===== src/rtl/fvr_pkg.sv =====
// Package for the face value reduction block: widths, mode codes and word types.
// No dependencies; every other file of the block uses it.
`default_nettype none

package fvr_pkg;

  localparam int SAMPLE_BITS = 16;
  localparam int EXT_BITS    = SAMPLE_BITS + 1;
  localparam int PROD_BITS   = 2 * EXT_BITS;
  localparam int NUM_BITS    = 48;
  localparam int DEN_BITS    = 34;
  localparam int FRAC_IN     = 8;
  localparam int QUO_BITS    = NUM_BITS + FRAC_IN;
  localparam int REM_BITS    = DEN_BITS + 1;
  localparam int OUT_BITS    = 64;
  localparam int QUEUE_DEPTH = 4;

  typedef enum logic [2:0] {
    MODE_SUM          = 3'd0,
    MODE_AREA_AVG     = 3'd1,
    MODE_AREA_INT     = 3'd2,
    MODE_WEIGHTED_AVG = 3'd3,
    MODE_MIN          = 3'd4,
    MODE_MAX          = 3'd5
  } mode_e;

  typedef struct packed {
    logic signed [SAMPLE_BITS-1:0] sample_value;
    logic        [SAMPLE_BITS-1:0] face_area;
    logic signed [SAMPLE_BITS-1:0] sample_weight;
    logic                          flip;
    logic                          last;
  } in_word_t;

  typedef struct packed {
    logic signed [OUT_BITS-1:0] reduced;
    logic                       zero_divisor;
  } out_word_t;

  // classified face, as queued between front and back
  typedef struct packed {
    mode_e                       mode;
    logic                        last;
    logic signed [PROD_BITS-1:0] term;
    logic signed [EXT_BITS-1:0]  den_term;
    logic signed [EXT_BITS-1:0]  value;
  } q_word_t;

  typedef struct packed {
    logic                start;
    logic                take;
    logic                neg;
    logic [QUO_BITS-1:0] dividend;
    logic [DEN_BITS-1:0] divisor;
  } div_req_t;

  typedef struct packed {
    logic                busy;
    logic                done;
    logic                neg;
    logic [QUO_BITS-1:0] quotient;
  } div_rsp_t;

endpackage

`default_nettype wire


===== src/rtl/fvr_in_if.sv =====
// Input channel of the face value reduction block: valid, ready and one face word.
// Depends on fvr_pkg for the payload type.
`default_nettype none

interface fvr_in_if;
  logic               valid;
  logic               ready;
  fvr_pkg::in_word_t  payload;

  modport source (output valid, output payload, input ready);
  modport sink   (input valid, input payload, output ready);
endinterface

`default_nettype wire


===== src/rtl/fvr_out_if.sv =====
// Output channel of the face value reduction block: valid, ready and one result word.
// Depends on fvr_pkg for the payload type.
`default_nettype none

interface fvr_out_if;
  logic               valid;
  logic               ready;
  fvr_pkg::out_word_t payload;

  modport source (output valid, output payload, input ready);
  modport sink   (input valid, input payload, output ready);
endinterface

`default_nettype wire


===== src/rtl/fvr_front.sv =====
// Front end: takes face words, applies the flip and forms the product term per mode.
// Depends on fvr_pkg and fvr_in_if; pushes into fvr_queue.
`default_nettype none

module fvr_front (
  fvr_in_if.sink           in_i,
  input  fvr_pkg::mode_e   mode_i,
  input  logic             full_i,
  output logic             push_o,
  output fvr_pkg::q_word_t push_word_o
);
  import fvr_pkg::*;

  logic signed [EXT_BITS-1:0]  v_ext, a_ext, w_ext;
  logic signed [EXT_BITS-1:0]  v_f, a_f, w_f;
  logic signed [EXT_BITS-1:0]  b_op, den_op;
  logic signed [PROD_BITS-1:0] prod;

  assign in_i.ready = !full_i;
  assign push_o     = in_i.valid && !full_i;

  assign v_ext = EXT_BITS'(in_i.payload.sample_value);
  assign a_ext = signed'({1'b0, in_i.payload.face_area});
  assign w_ext = EXT_BITS'(in_i.payload.sample_weight);

  assign v_f = in_i.payload.flip ? -v_ext : v_ext;
  assign a_f = in_i.payload.flip ? -a_ext : a_ext;
  assign w_f = in_i.payload.flip ? -w_ext : w_ext;

  always_comb begin
    b_op   = '0;
    den_op = '0;
    case (mode_i) inside
      MODE_SUM: begin
        b_op = EXT_BITS'(signed'(1 << FRAC_IN));
      end
      MODE_AREA_AVG, MODE_AREA_INT: begin
        b_op   = a_f;
        den_op = a_f;
      end
      MODE_WEIGHTED_AVG: begin
        b_op   = w_f;
        den_op = w_f;
      end
      default: begin
        b_op   = '0;
        den_op = '0;
      end
    endcase
  end

  assign prod = v_f * b_op;

  assign push_word_o.mode     = mode_i;
  assign push_word_o.last     = in_i.payload.last;
  assign push_word_o.term     = prod;
  assign push_word_o.den_term = den_op;
  assign push_word_o.value    = v_f;

endmodule

`default_nettype wire


===== src/rtl/fvr_queue.sv =====
// Short register queue between front and back ends.
// Depends on fvr_pkg for the queued word and its depth.
`default_nettype none

module fvr_queue (
  input  logic             clk_i,
  input  logic             rst_ni,
  input  logic             push_i,
  input  fvr_pkg::q_word_t push_word_i,
  output logic             full_o,
  input  logic             pop_i,
  output logic             valid_o,
  output fvr_pkg::q_word_t pop_word_o
);
  import fvr_pkg::*;

  localparam int PTR_BITS = $clog2(QUEUE_DEPTH);
  localparam int CNT_BITS = $clog2(QUEUE_DEPTH + 1);

  q_word_t               mem_q [QUEUE_DEPTH];
  logic [PTR_BITS-1:0]   wr_ptr_q, wr_ptr_d, rd_ptr_q, rd_ptr_d;
  logic [CNT_BITS-1:0]   count_q, count_d;
  logic                  do_push, do_pop;

  assign full_o     = (count_q == CNT_BITS'(QUEUE_DEPTH));
  assign valid_o    = (count_q != '0);
  assign pop_word_o = mem_q[rd_ptr_q];

  assign do_push = push_i && !full_o;
  assign do_pop  = pop_i && valid_o;

  always_comb begin
    wr_ptr_d = wr_ptr_q;
    rd_ptr_d = rd_ptr_q;
    count_d  = count_q;
    if (do_push) begin
      wr_ptr_d = (wr_ptr_q == PTR_BITS'(QUEUE_DEPTH - 1)) ? '0 : wr_ptr_q + 1'b1;
    end
    if (do_pop) begin
      rd_ptr_d = (rd_ptr_q == PTR_BITS'(QUEUE_DEPTH - 1)) ? '0 : rd_ptr_q + 1'b1;
    end
    if (do_push && !do_pop) begin
      count_d = count_q + 1'b1;
    end else if (do_pop && !do_push) begin
      count_d = count_q - 1'b1;
    end
  end

  always_ff @(posedge clk_i or negedge rst_ni) begin
    if (!rst_ni) begin
      wr_ptr_q <= '0;
      rd_ptr_q <= '0;
      count_q  <= '0;
    end else begin
      wr_ptr_q <= wr_ptr_d;
      rd_ptr_q <= rd_ptr_d;
      count_q  <= count_d;
    end
  end

  always_ff @(posedge clk_i) begin
    if (do_push) begin
      mem_q[wr_ptr_q] <= push_word_i;
    end
  end

endmodule

`default_nettype wire


===== src/rtl/fvr_divider.sv =====
// Restoring divider, one quotient bit per cycle, unsigned magnitudes plus a sign.
// Depends on fvr_pkg for widths and request/response structs.
`default_nettype none

module fvr_divider (
  input  logic              clk_i,
  input  logic              rst_ni,
  input  fvr_pkg::div_req_t req_i,
  output fvr_pkg::div_rsp_t rsp_o
);
  import fvr_pkg::*;

  localparam int CNT_BITS = $clog2(QUO_BITS);

  typedef enum logic [2:0] {
    DIV_IDLE = 3'b001,
    DIV_RUN  = 3'b010,
    DIV_DONE = 3'b100
  } div_state_e;

  div_state_e            state_q, state_d;
  logic [CNT_BITS-1:0]   cnt_q, cnt_d;
  logic [REM_BITS-1:0]   rem_q, rem_d;
  logic [QUO_BITS-1:0]   quo_q, quo_d;
  logic [DEN_BITS-1:0]   dvs_q, dvs_d;
  logic                  neg_q, neg_d;
  logic [REM_BITS-1:0]   rem_sh;
  logic [REM_BITS:0]     diff;
  logic                  ge;

  assign rem_sh = {rem_q[REM_BITS-2:0], quo_q[QUO_BITS-1]};
  assign diff   = {1'b0, rem_sh} - {2'b00, dvs_q};
  assign ge     = !diff[REM_BITS];

  always_comb begin
    state_d = state_q;
    cnt_d   = cnt_q;
    rem_d   = rem_q;
    quo_d   = quo_q;
    dvs_d   = dvs_q;
    neg_d   = neg_q;
    unique case (state_q)
      DIV_IDLE: begin
        if (req_i.start) begin
          rem_d   = '0;
          quo_d   = req_i.dividend;
          dvs_d   = req_i.divisor;
          neg_d   = req_i.neg;
          cnt_d   = CNT_BITS'(QUO_BITS - 1);
          state_d = DIV_RUN;
        end
      end
      DIV_RUN: begin
        rem_d = ge ? diff[REM_BITS-1:0] : rem_sh;
        quo_d = {quo_q[QUO_BITS-2:0], ge};
        if (cnt_q == '0) begin
          state_d = DIV_DONE;
        end else begin
          cnt_d = cnt_q - 1'b1;
        end
      end
      DIV_DONE: begin
        if (req_i.take) begin
          state_d = DIV_IDLE;
        end
      end
      default: begin
        state_d = DIV_IDLE;
      end
    endcase
  end

  always_ff @(posedge clk_i or negedge rst_ni) begin
    if (!rst_ni) begin
      state_q <= DIV_IDLE;
      cnt_q   <= '0;
    end else begin
      state_q <= state_d;
      cnt_q   <= cnt_d;
    end
  end

  always_ff @(posedge clk_i) begin
    rem_q <= rem_d;
    quo_q <= quo_d;
    dvs_q <= dvs_d;
    neg_q <= neg_d;
  end

  assign rsp_o.busy     = (state_q != DIV_IDLE);
  assign rsp_o.done     = (state_q == DIV_DONE);
  assign rsp_o.neg      = neg_q;
  assign rsp_o.quotient = quo_q;

endmodule

`default_nettype wire


===== src/rtl/fvr_back.sv =====
// Back end: accumulates queued faces, forms the result on the last face of a set.
// Depends on fvr_pkg, fvr_out_if and fvr_divider; pops from fvr_queue.
`default_nettype none

module fvr_back (
  input  logic             clk_i,
  input  logic             rst_ni,
  input  logic             valid_i,
  input  fvr_pkg::q_word_t word_i,
  output logic             pop_o,
  fvr_out_if.source        out_o
);
  import fvr_pkg::*;

  logic signed [NUM_BITS-1:0] num_q, num_d, num_next;
  logic signed [DEN_BITS-1:0] den_q, den_d, den_next;
  logic signed [EXT_BITS-1:0] ext_q, ext_d, ext_next;
  logic                       first_q, first_d;
  logic                       out_valid_q, out_valid_d;
  out_word_t                  out_word_q, out_word_d;

  div_req_t                   div_req;
  div_rsp_t                   div_rsp;

  logic                       out_free, need_div, direct_load, div_take, take_ext;
  logic [NUM_BITS-1:0]        num_mag;
  logic [DEN_BITS-1:0]        den_mag;
  logic [OUT_BITS-1:0]        quo_ext;
  out_word_t                  direct_word;

  assign out_free = !out_valid_q || out_o.ready;

  // a last face waits until the divider is free and the output can take it
  assign pop_o = valid_i && (!word_i.last || (!div_rsp.busy && out_free));

  always_comb begin
    num_next = num_q;
    den_next = den_q;
    ext_next = ext_q;
    take_ext = 1'b0;
    case (word_i.mode) inside
      MODE_SUM: begin
        num_next = num_q + NUM_BITS'(word_i.term);
      end
      MODE_AREA_AVG, MODE_AREA_INT, MODE_WEIGHTED_AVG: begin
        num_next = num_q + NUM_BITS'(word_i.term);
        den_next = den_q + DEN_BITS'(word_i.den_term);
      end
      MODE_MIN: begin
        take_ext = !first_q || (word_i.value < ext_q);
      end
      MODE_MAX: begin
        take_ext = !first_q || (word_i.value > ext_q);
      end
      default: begin
        take_ext = 1'b0;
      end
    endcase
    if (take_ext) begin
      ext_next = word_i.value;
    end
  end

  always_comb begin
    direct_word = '0;
    need_div    = 1'b0;
    case (word_i.mode) inside
      MODE_SUM, MODE_AREA_INT: begin
        direct_word.reduced = OUT_BITS'(num_next);
      end
      MODE_AREA_AVG, MODE_WEIGHTED_AVG: begin
        if (den_next == '0) begin
          direct_word.zero_divisor = 1'b1;
        end else begin
          need_div = 1'b1;
        end
      end
      MODE_MIN, MODE_MAX: begin
        direct_word.reduced = OUT_BITS'(ext_next) <<< FRAC_IN;
      end
      default: begin
        direct_word = '0;
      end
    endcase
  end

  assign num_mag = num_next[NUM_BITS-1] ? NUM_BITS'(-num_next) : NUM_BITS'(num_next);
  assign den_mag = den_next[DEN_BITS-1] ? DEN_BITS'(-den_next) : DEN_BITS'(den_next);

  assign direct_load = pop_o && word_i.last && !need_div;
  assign div_take    = div_rsp.done && out_free;

  assign div_req.start    = pop_o && word_i.last && need_div;
  assign div_req.take     = div_take;
  assign div_req.neg      = num_next[NUM_BITS-1] ^ den_next[DEN_BITS-1];
  assign div_req.dividend = {num_mag, FRAC_IN'(0)};
  assign div_req.divisor  = den_mag;

  fvr_divider u_divider (
    .clk_i  (clk_i),
    .rst_ni (rst_ni),
    .req_i  (div_req),
    .rsp_o  (div_rsp)
  );

  assign quo_ext = OUT_BITS'(div_rsp.quotient);

  always_comb begin
    num_d       = num_q;
    den_d       = den_q;
    ext_d       = ext_q;
    first_d     = first_q;
    out_valid_d = out_valid_q && !out_o.ready;
    out_word_d  = out_word_q;
    if (pop_o) begin
      if (word_i.last) begin
        num_d   = '0;
        den_d   = '0;
        ext_d   = '0;
        first_d = 1'b0;
      end else begin
        num_d   = num_next;
        den_d   = den_next;
        ext_d   = ext_next;
        first_d = 1'b1;
      end
    end
    if (direct_load) begin
      out_valid_d = 1'b1;
      out_word_d  = direct_word;
    end else if (div_take) begin
      out_valid_d                = 1'b1;
      out_word_d.reduced         = div_rsp.neg ? signed'(-quo_ext) : signed'(quo_ext);
      out_word_d.zero_divisor    = 1'b0;
    end
  end

  always_ff @(posedge clk_i or negedge rst_ni) begin
    if (!rst_ni) begin
      num_q       <= '0;
      den_q       <= '0;
      ext_q       <= '0;
      first_q     <= 1'b0;
      out_valid_q <= 1'b0;
    end else begin
      num_q       <= num_d;
      den_q       <= den_d;
      ext_q       <= ext_d;
      first_q     <= first_d;
      out_valid_q <= out_valid_d;
    end
  end

  always_ff @(posedge clk_i) begin
    out_word_q <= out_word_d;
  end

  assign out_o.valid   = out_valid_q;
  assign out_o.payload = out_word_q;

endmodule

`default_nettype wire


===== src/rtl/face_value_reduction_top.sv =====
// Face value reduction: faces into a 4-deep queue, one per cycle unless it is full; one word a set.
// Throughput: one face per cycle, set by the single back-end accumulate stage; last faces may wait.
// A sum, integral, min or max result is registered at the edge that takes its last face.
// An average with a nonzero divisor runs the bit-serial divider, and the next last face
// waits for it. Reset clears mode (sum), accumulators, queue and output; no clearing pass.
// Depends on fvr_pkg, fvr_in_if, fvr_out_if, fvr_front, fvr_queue, fvr_back.
`default_nettype none

module face_value_reduction_top (
  input  logic        clk_i,
  input  logic        rst_ni,
  input  logic        cfg_we_i,
  input  logic [2:0]  cfg_wdata_i,
  fvr_in_if.sink      in_i,
  fvr_out_if.source   out_o
);
  import fvr_pkg::*;

  mode_e   mode_q, mode_d;
  logic    q_push, q_full, q_pop, q_valid;
  q_word_t q_push_word, q_pop_word;

  assign mode_d = cfg_we_i ? mode_e'(cfg_wdata_i) : mode_q;

  always_ff @(posedge clk_i or negedge rst_ni) begin
    if (!rst_ni) begin
      mode_q <= MODE_SUM;
    end else begin
      mode_q <= mode_d;
    end
  end

  fvr_front u_front (
    .in_i        (in_i),
    .mode_i      (mode_q),
    .full_i      (q_full),
    .push_o      (q_push),
    .push_word_o (q_push_word)
  );

  fvr_queue u_queue (
    .clk_i       (clk_i),
    .rst_ni      (rst_ni),
    .push_i      (q_push),
    .push_word_i (q_push_word),
    .full_o      (q_full),
    .pop_i       (q_pop),
    .valid_o     (q_valid),
    .pop_word_o  (q_pop_word)
  );

  fvr_back u_back (
    .clk_i   (clk_i),
    .rst_ni  (rst_ni),
    .valid_i (q_valid),
    .word_i  (q_pop_word),
    .pop_o   (q_pop),
    .out_o   (out_o)
  );

endmodule

`default_nettype wire

===== src/flat_wrapper.sv =====
// flat-port wrapper written by rule: the top's interface ports become plain ports
module face_value_reduction_top_flat import fvr_pkg::*;
  (clk_i, rst_ni, cfg_we_i, cfg_wdata_i, in_i_valid, in_i_payload, in_i_ready, out_o_valid, out_o_payload, out_o_ready);
  fvr_in_if in_i_i ();
  fvr_out_if out_o_i ();
  input  logic clk_i;
  input  logic rst_ni;
  input  logic cfg_we_i;
  input  logic [2:0] cfg_wdata_i;
  input wire logic [$bits(in_i_i.valid)-1:0] in_i_valid;
  input wire logic [$bits(in_i_i.payload)-1:0] in_i_payload;
  output wire logic [$bits(in_i_i.ready)-1:0] in_i_ready;
  output wire logic [$bits(out_o_i.valid)-1:0] out_o_valid;
  output wire logic [$bits(out_o_i.payload)-1:0] out_o_payload;
  input wire logic [$bits(out_o_i.ready)-1:0] out_o_ready;
  assign in_i_i.valid = in_i_valid;
  assign in_i_i.payload = in_i_payload;
  assign in_i_ready = in_i_i.ready;
  assign out_o_valid = out_o_i.valid;
  assign out_o_payload = out_o_i.payload;
  assign out_o_i.ready = out_o_ready;
  face_value_reduction_top u_core (.clk_i(clk_i), .rst_ni(rst_ni), .cfg_we_i(cfg_we_i), .cfg_wdata_i(cfg_wdata_i), .in_i(in_i_i), .out_o(out_o_i));
endmodule

===== config.mk =====
export PLATFORM = sky130hd
export DESIGN_NAME = face_value_reduction_top_flat
export DESIGN_NICKNAME = d
export VERILOG_FILES = /design/src/rtl/fvr_pkg.sv /design/src/rtl/fvr_in_if.sv /design/src/rtl/fvr_out_if.sv /design/src/rtl/fvr_front.sv /design/src/rtl/fvr_queue.sv /design/src/rtl/fvr_divider.sv /design/src/rtl/fvr_back.sv /design/src/rtl/face_value_reduction_top.sv /design/src/flat_wrapper.sv
export SDC_FILE = /design/constraint.sdc
export NUM_CORES = 2
export LEC_CHECK = 0
export ABC_AREA = 1
export CORE_UTILIZATION = 40
export DETAILED_ROUTE_END_ITERATION = 16
export DONT_BUFFER_PORTS = 1
export GPL_ROUTABILITY_DRIVEN = 0
export GPL_TIMING_DRIVEN = 0
export PLACE_DENSITY = 0.59
export SLEW_MARGIN = 20
export SYNTH_ARGS = -nofsm -noshare
export SYNTH_HDL_FRONTEND = slang
export SYNTH_SLANG_ARGS = --single-unit

===== constraint.sdc =====
create_clock -name clk_i -period 7.3 [get_ports clk_i]
set_input_delay 1.46 -clock clk_i [delete_from_list [all_inputs] [get_ports clk_i]]
set_output_delay 1.46 -clock clk_i [all_outputs]
set_load 0.02 [all_outputs]

==> impl_metrics.json <==
{
  "mostFrequentLayoutCells": "sky130_fd_sc_hd__nand2_1, sky130_fd_sc_hd__inv_1, sky130_fd_sc_hd__nor2_1",
  "skew_ps": 28.9,
  "async_set_reset_flop_share_out_of_synthesis_pct": 20.1,
  "final-max-slew-violation-count": 0,
  "clockBufferDepth": 3,
  "capture_point_of_the_worst_path": "u_core.u_queue.mem_q[3][67]",
  "startpoint_type": "input port",
  "tritoncts": "yes",
  "synth-seq-area-share_pct": 35.7,
  "global_route.overflow_total": 0,
  "vias_per_cell": 5.35,
  "report.final.hold_viol_count": 0,
  "worst_pin_slew_ps": 1130,
  "drtIter0Drc": 3842,
  "total_global_routing_track_utilization_pct": 25.7,
  "clock_insertion_delay_worst_skew_ps": 620,
  "yosys.area.top_type_share_pct": 29.5,
  "synth_edf_count": 478,
  "maximum_number_of_pins_on_one_net_before_global_route_repair": 121,
  "max_cap_viol": 0,
  "synth_area_leaders": "sky130_fd_sc_hd__edfxtp_1, sky130_fd_sc_hd__fa_1, sky130_fd_sc_hd__nand2_1",
  "finalWorstPathRequiredPeriod_ps": 7900,
  "syn_area_um2": 48600,
  "worst_r2r_path_depth": 25,
  "regToRegSetupSlack_ps": -230,
  "final_common_cell": "sky130_fd_sc_hd__nand2_1",
  "synthDominantAreaCellType": "sky130_fd_sc_hd__edfxtp_1",
  "die-area_um2": 123000,
  "io-pin-count": 125,
  "wl_per_cell_um": 20.0,
  "core_area_um2": 120000,
  "postRouteWirelength_um": 160000,
  "cp-startpoint": "in_i_payload[36]",
  "die_x_um": 351,
  "synthToLayoutAreaGrowth_pct": 18.5,
  "numPortBuffers": 0,
  "setup_repair_after_global_routing_missed_its_margin": "yes",
  "rr_endpoint": "u_core.u_queue.mem_q[3][67]",
  "postSynthAreaPerCell_um2": 8.01,
  "synth_warnings": 0,
  "crit_required_ps": 7690,
  "synth.net_count": 6664,
  "gr-usage-met2_pct": 42.6,
  "finalSetupViolations": 64,
  "cts_hold_buffers": 0,
  "drive_gt1_share_pct": 12.8,
  "failing_checks": "setup timing",
  "synthesis.instances": 6076,
  "antenna_found_initial": 5,
  "initial_utilization_pct": 40.4,
  "layout.nets": 6950,
  "num_vias": 42900,
  "ctsHtreeMaxLevel": 3,
  "ctsRootBufferMaster": "sky130_fd_sc_hd__clkbuf_16",
  "max_slew_margin_pct": 23.8,
  "top_usage_layer": "met2",
  "drc_errors": 0,
  "drtPass1Iterations": 6,
  "final_min_period_over_clock_period_pct": 108,
  "outcome": "finished, violations left",
  "crit-reg2reg-launch": "u_core.mode_q[2]",
  "max_clock_freq_ghz": 0.127,
  "drt.antenna.violating_nets": 0,
  "grt_pass1_wl_um": 242000,
  "synth.lib_cells_used.distinct": 65,
  "grtUsageMet1_pct": 34.3,
  "number_of_global_route_vias_before_repair": 41200,
  "global_route.usage.met3_pct": 3.17,
  "worstPathArrival_ps": 8290,
  "dieHeight_um": 351,
  "timing_worst_setup_path_type": "input port to register",
  "critical_path.max_fanout": 5,
  "yosys_register_bits": 598,
  "fp-row-count": 127,
  "tritoncts.num_buffers": 68,
  "postSynth.topFlopCell": "sky130_fd_sc_hd__edfxtp_1",
  "clock-sinks": 598,
  "hold-worst-slack_ps": 513,
  "critical_path.endpoint_type": "register",
  "setup_slack_ps": -601,
  "clkSlewWorstSetupHoldPaths_ps": 60,
  "hold_path_class": "register to register",
  "hpwl_um": 123000
}
-- critical path, cell delays in order --
cell,delay [ps]
sky130_fd_sc_hd__nor3_4,160
sky130_fd_sc_hd__inv_2,70
sky130_fd_sc_hd__nor3_2,210
sky130_fd_sc_hd__nand2_1,130
sky130_fd_sc_hd__o31ai_4,270
sky130_fd_sc_hd__o21ai_4,140
sky130_fd_sc_hd__a21oi_4,190
sky130_fd_sc_hd__xor2_4,300
sky130_fd_sc_hd__buf_4,170
sky130_fd_sc_hd__inv_2,60
sky130_fd_sc_hd__nor2_1,130
sky130_fd_sc_hd__fa_1,470
sky130_fd_sc_hd__fa_2,590
sky130_fd_sc_hd__fa_1,440
sky130_fd_sc_hd__fa_1,490
sky130_fd_sc_hd__fa_1,540
sky130_fd_sc_hd__inv_1,50
sky130_fd_sc_hd__fa_1,490
sky130_fd_sc_hd__inv_2,50
sky130_fd_sc_hd__ha_4,260
sky130_fd_sc_hd__a21oi_4,160
sky130_fd_sc_hd__nor2_1,70
sky130_fd_sc_hd__a2111oi_2,340
sky130_fd_sc_hd__o211ai_1,160
sky130_fd_sc_hd__buf_4,180
sky130_fd_sc_hd__a211oi_4,370
sky130_fd_sc_hd__xor2_4,320
-- Yosys cell counts (all sizes together), types with 45 or more instances --
| cell type | instances |
|---|---|
| xor2 | 136 |
| nor3 | 82 |
| nand3 | 309 |
| o22ai | 144 |
| o21ai | 450 |
| fa | 300 |
| a21oi | 217 |
| clkbuf | 137 |
| dfrtp | 119 |
| nand2 | 1425 |
| nor2 | 662 |
| inv | 1015 |
| xnor2 | 59 |
| nand4 | 67 |
| edfxtp | 478 |
| buf | 45 |
| ha | 230 |
-- through the flow --
stage	utilization (%)	setup WS [ps]	TNS [ps]	instances	area, um^2
floorplan	-	-702	-26330	6076	49200
global placement	42.6	-3010	-718030	7688	51200
detailed placement	43.0	-3060	-270110	7709	51700
CTS	47.2	-456	-9360	7983	56800
global route	47.9	-772	-30890	8028	57700
finish	47.9	-601	-18210	8030	57700
-- registers in the layout (all words and copies together), names as in the netlist --
signal,flops
u_core.u_queue.mem_q,288
u_core.u_back.out_o.payload,65
u_core.u_back.u_divider.quo_q,56
u_core.u_back.num_q,48
u_core.u_back.den_q,34
u_core.u_back.u_divider.dvs_q,34
u_core.u_back.u_divider.rem_q,34
u_core.u_back.ext_q,17
u_core.u_back.u_divider.cnt_q,6
u_core.mode_q,3
u_core.u_back.u_divider.state_q,3
u_core.u_queue.count_q,3
u_core.u_queue.rd_ptr_q,2
u_core.u_queue.wr_ptr_q,2
u_core.u_back.first_q,1
u_core.u_back.out_o.valid,1
u_core.u_back.u_divider.neg_q,1
-- layer usage --
layer | vias to the layer above | part of all wire [%]
li1 | 20300 | -
met3 | 331 | 7.1
met4 | 6 | 4.2
met1 | 20700 | 42
met5 | - | 0.027
met2 | 1641 | 47
-- cell type report --
class                   instances  area, um^2
fillers                     11500       62600
multi-input cells            4267       28700
flip-flops and latches        598       17400
inverters                    1029        4030
repair buffers                218        2250
well taps                    1612        2020
clock buffers                  91        1900
plain buffers                 180        1100
clock inverters                33         309
diodes                          2        5.00
-- kinds of logic after synthesis --
family,synth area share [%]
multiplexers,0.0463
AO/OA/AOI/OAI,10.5
XOR/XNOR,3.51
adder cells (fa/ha/maj),18.3
flip-flops,35.7
buffers and inverters,9.59
AND/OR/NAND/NOR,22.4
-- how the worst min path moves through the flow --
stage / to / from / depth (start not counted) / slack (ps)
2_1_floorplan: u_core.u_queue.count_q[2] / u_core.u_queue.count_q[2] / 1 / 470
3_3_place_gp: u_core.u_queue.count_q[2] / u_core.u_queue.count_q[2] / 1 / 490
3_5_place_dp: u_core.u_queue.count_q[2] / u_core.u_queue.count_q[2] / 1 / 500
4_1_cts: u_core.u_queue.count_q[2] / u_core.u_queue.count_q[2] / 1 / 510
5_1_grt: u_core.u_back.den_q[29] / rst_ni / 0 / 520
6_report: u_core.u_queue.count_q[2] / u_core.u_queue.count_q[2] / 1 / 510
-- timing repair --
item                                    CTS  global route
pin swaps                               166           109
setup buffers                           149            46
endpoints found under the setup margin  235           197
cloned                                    3             1
resized for setup                       425           139
Power is left out: the tool's default activity adds up to more than one toggle a clock period on the data nets, which glitch-free logic cannot reach.
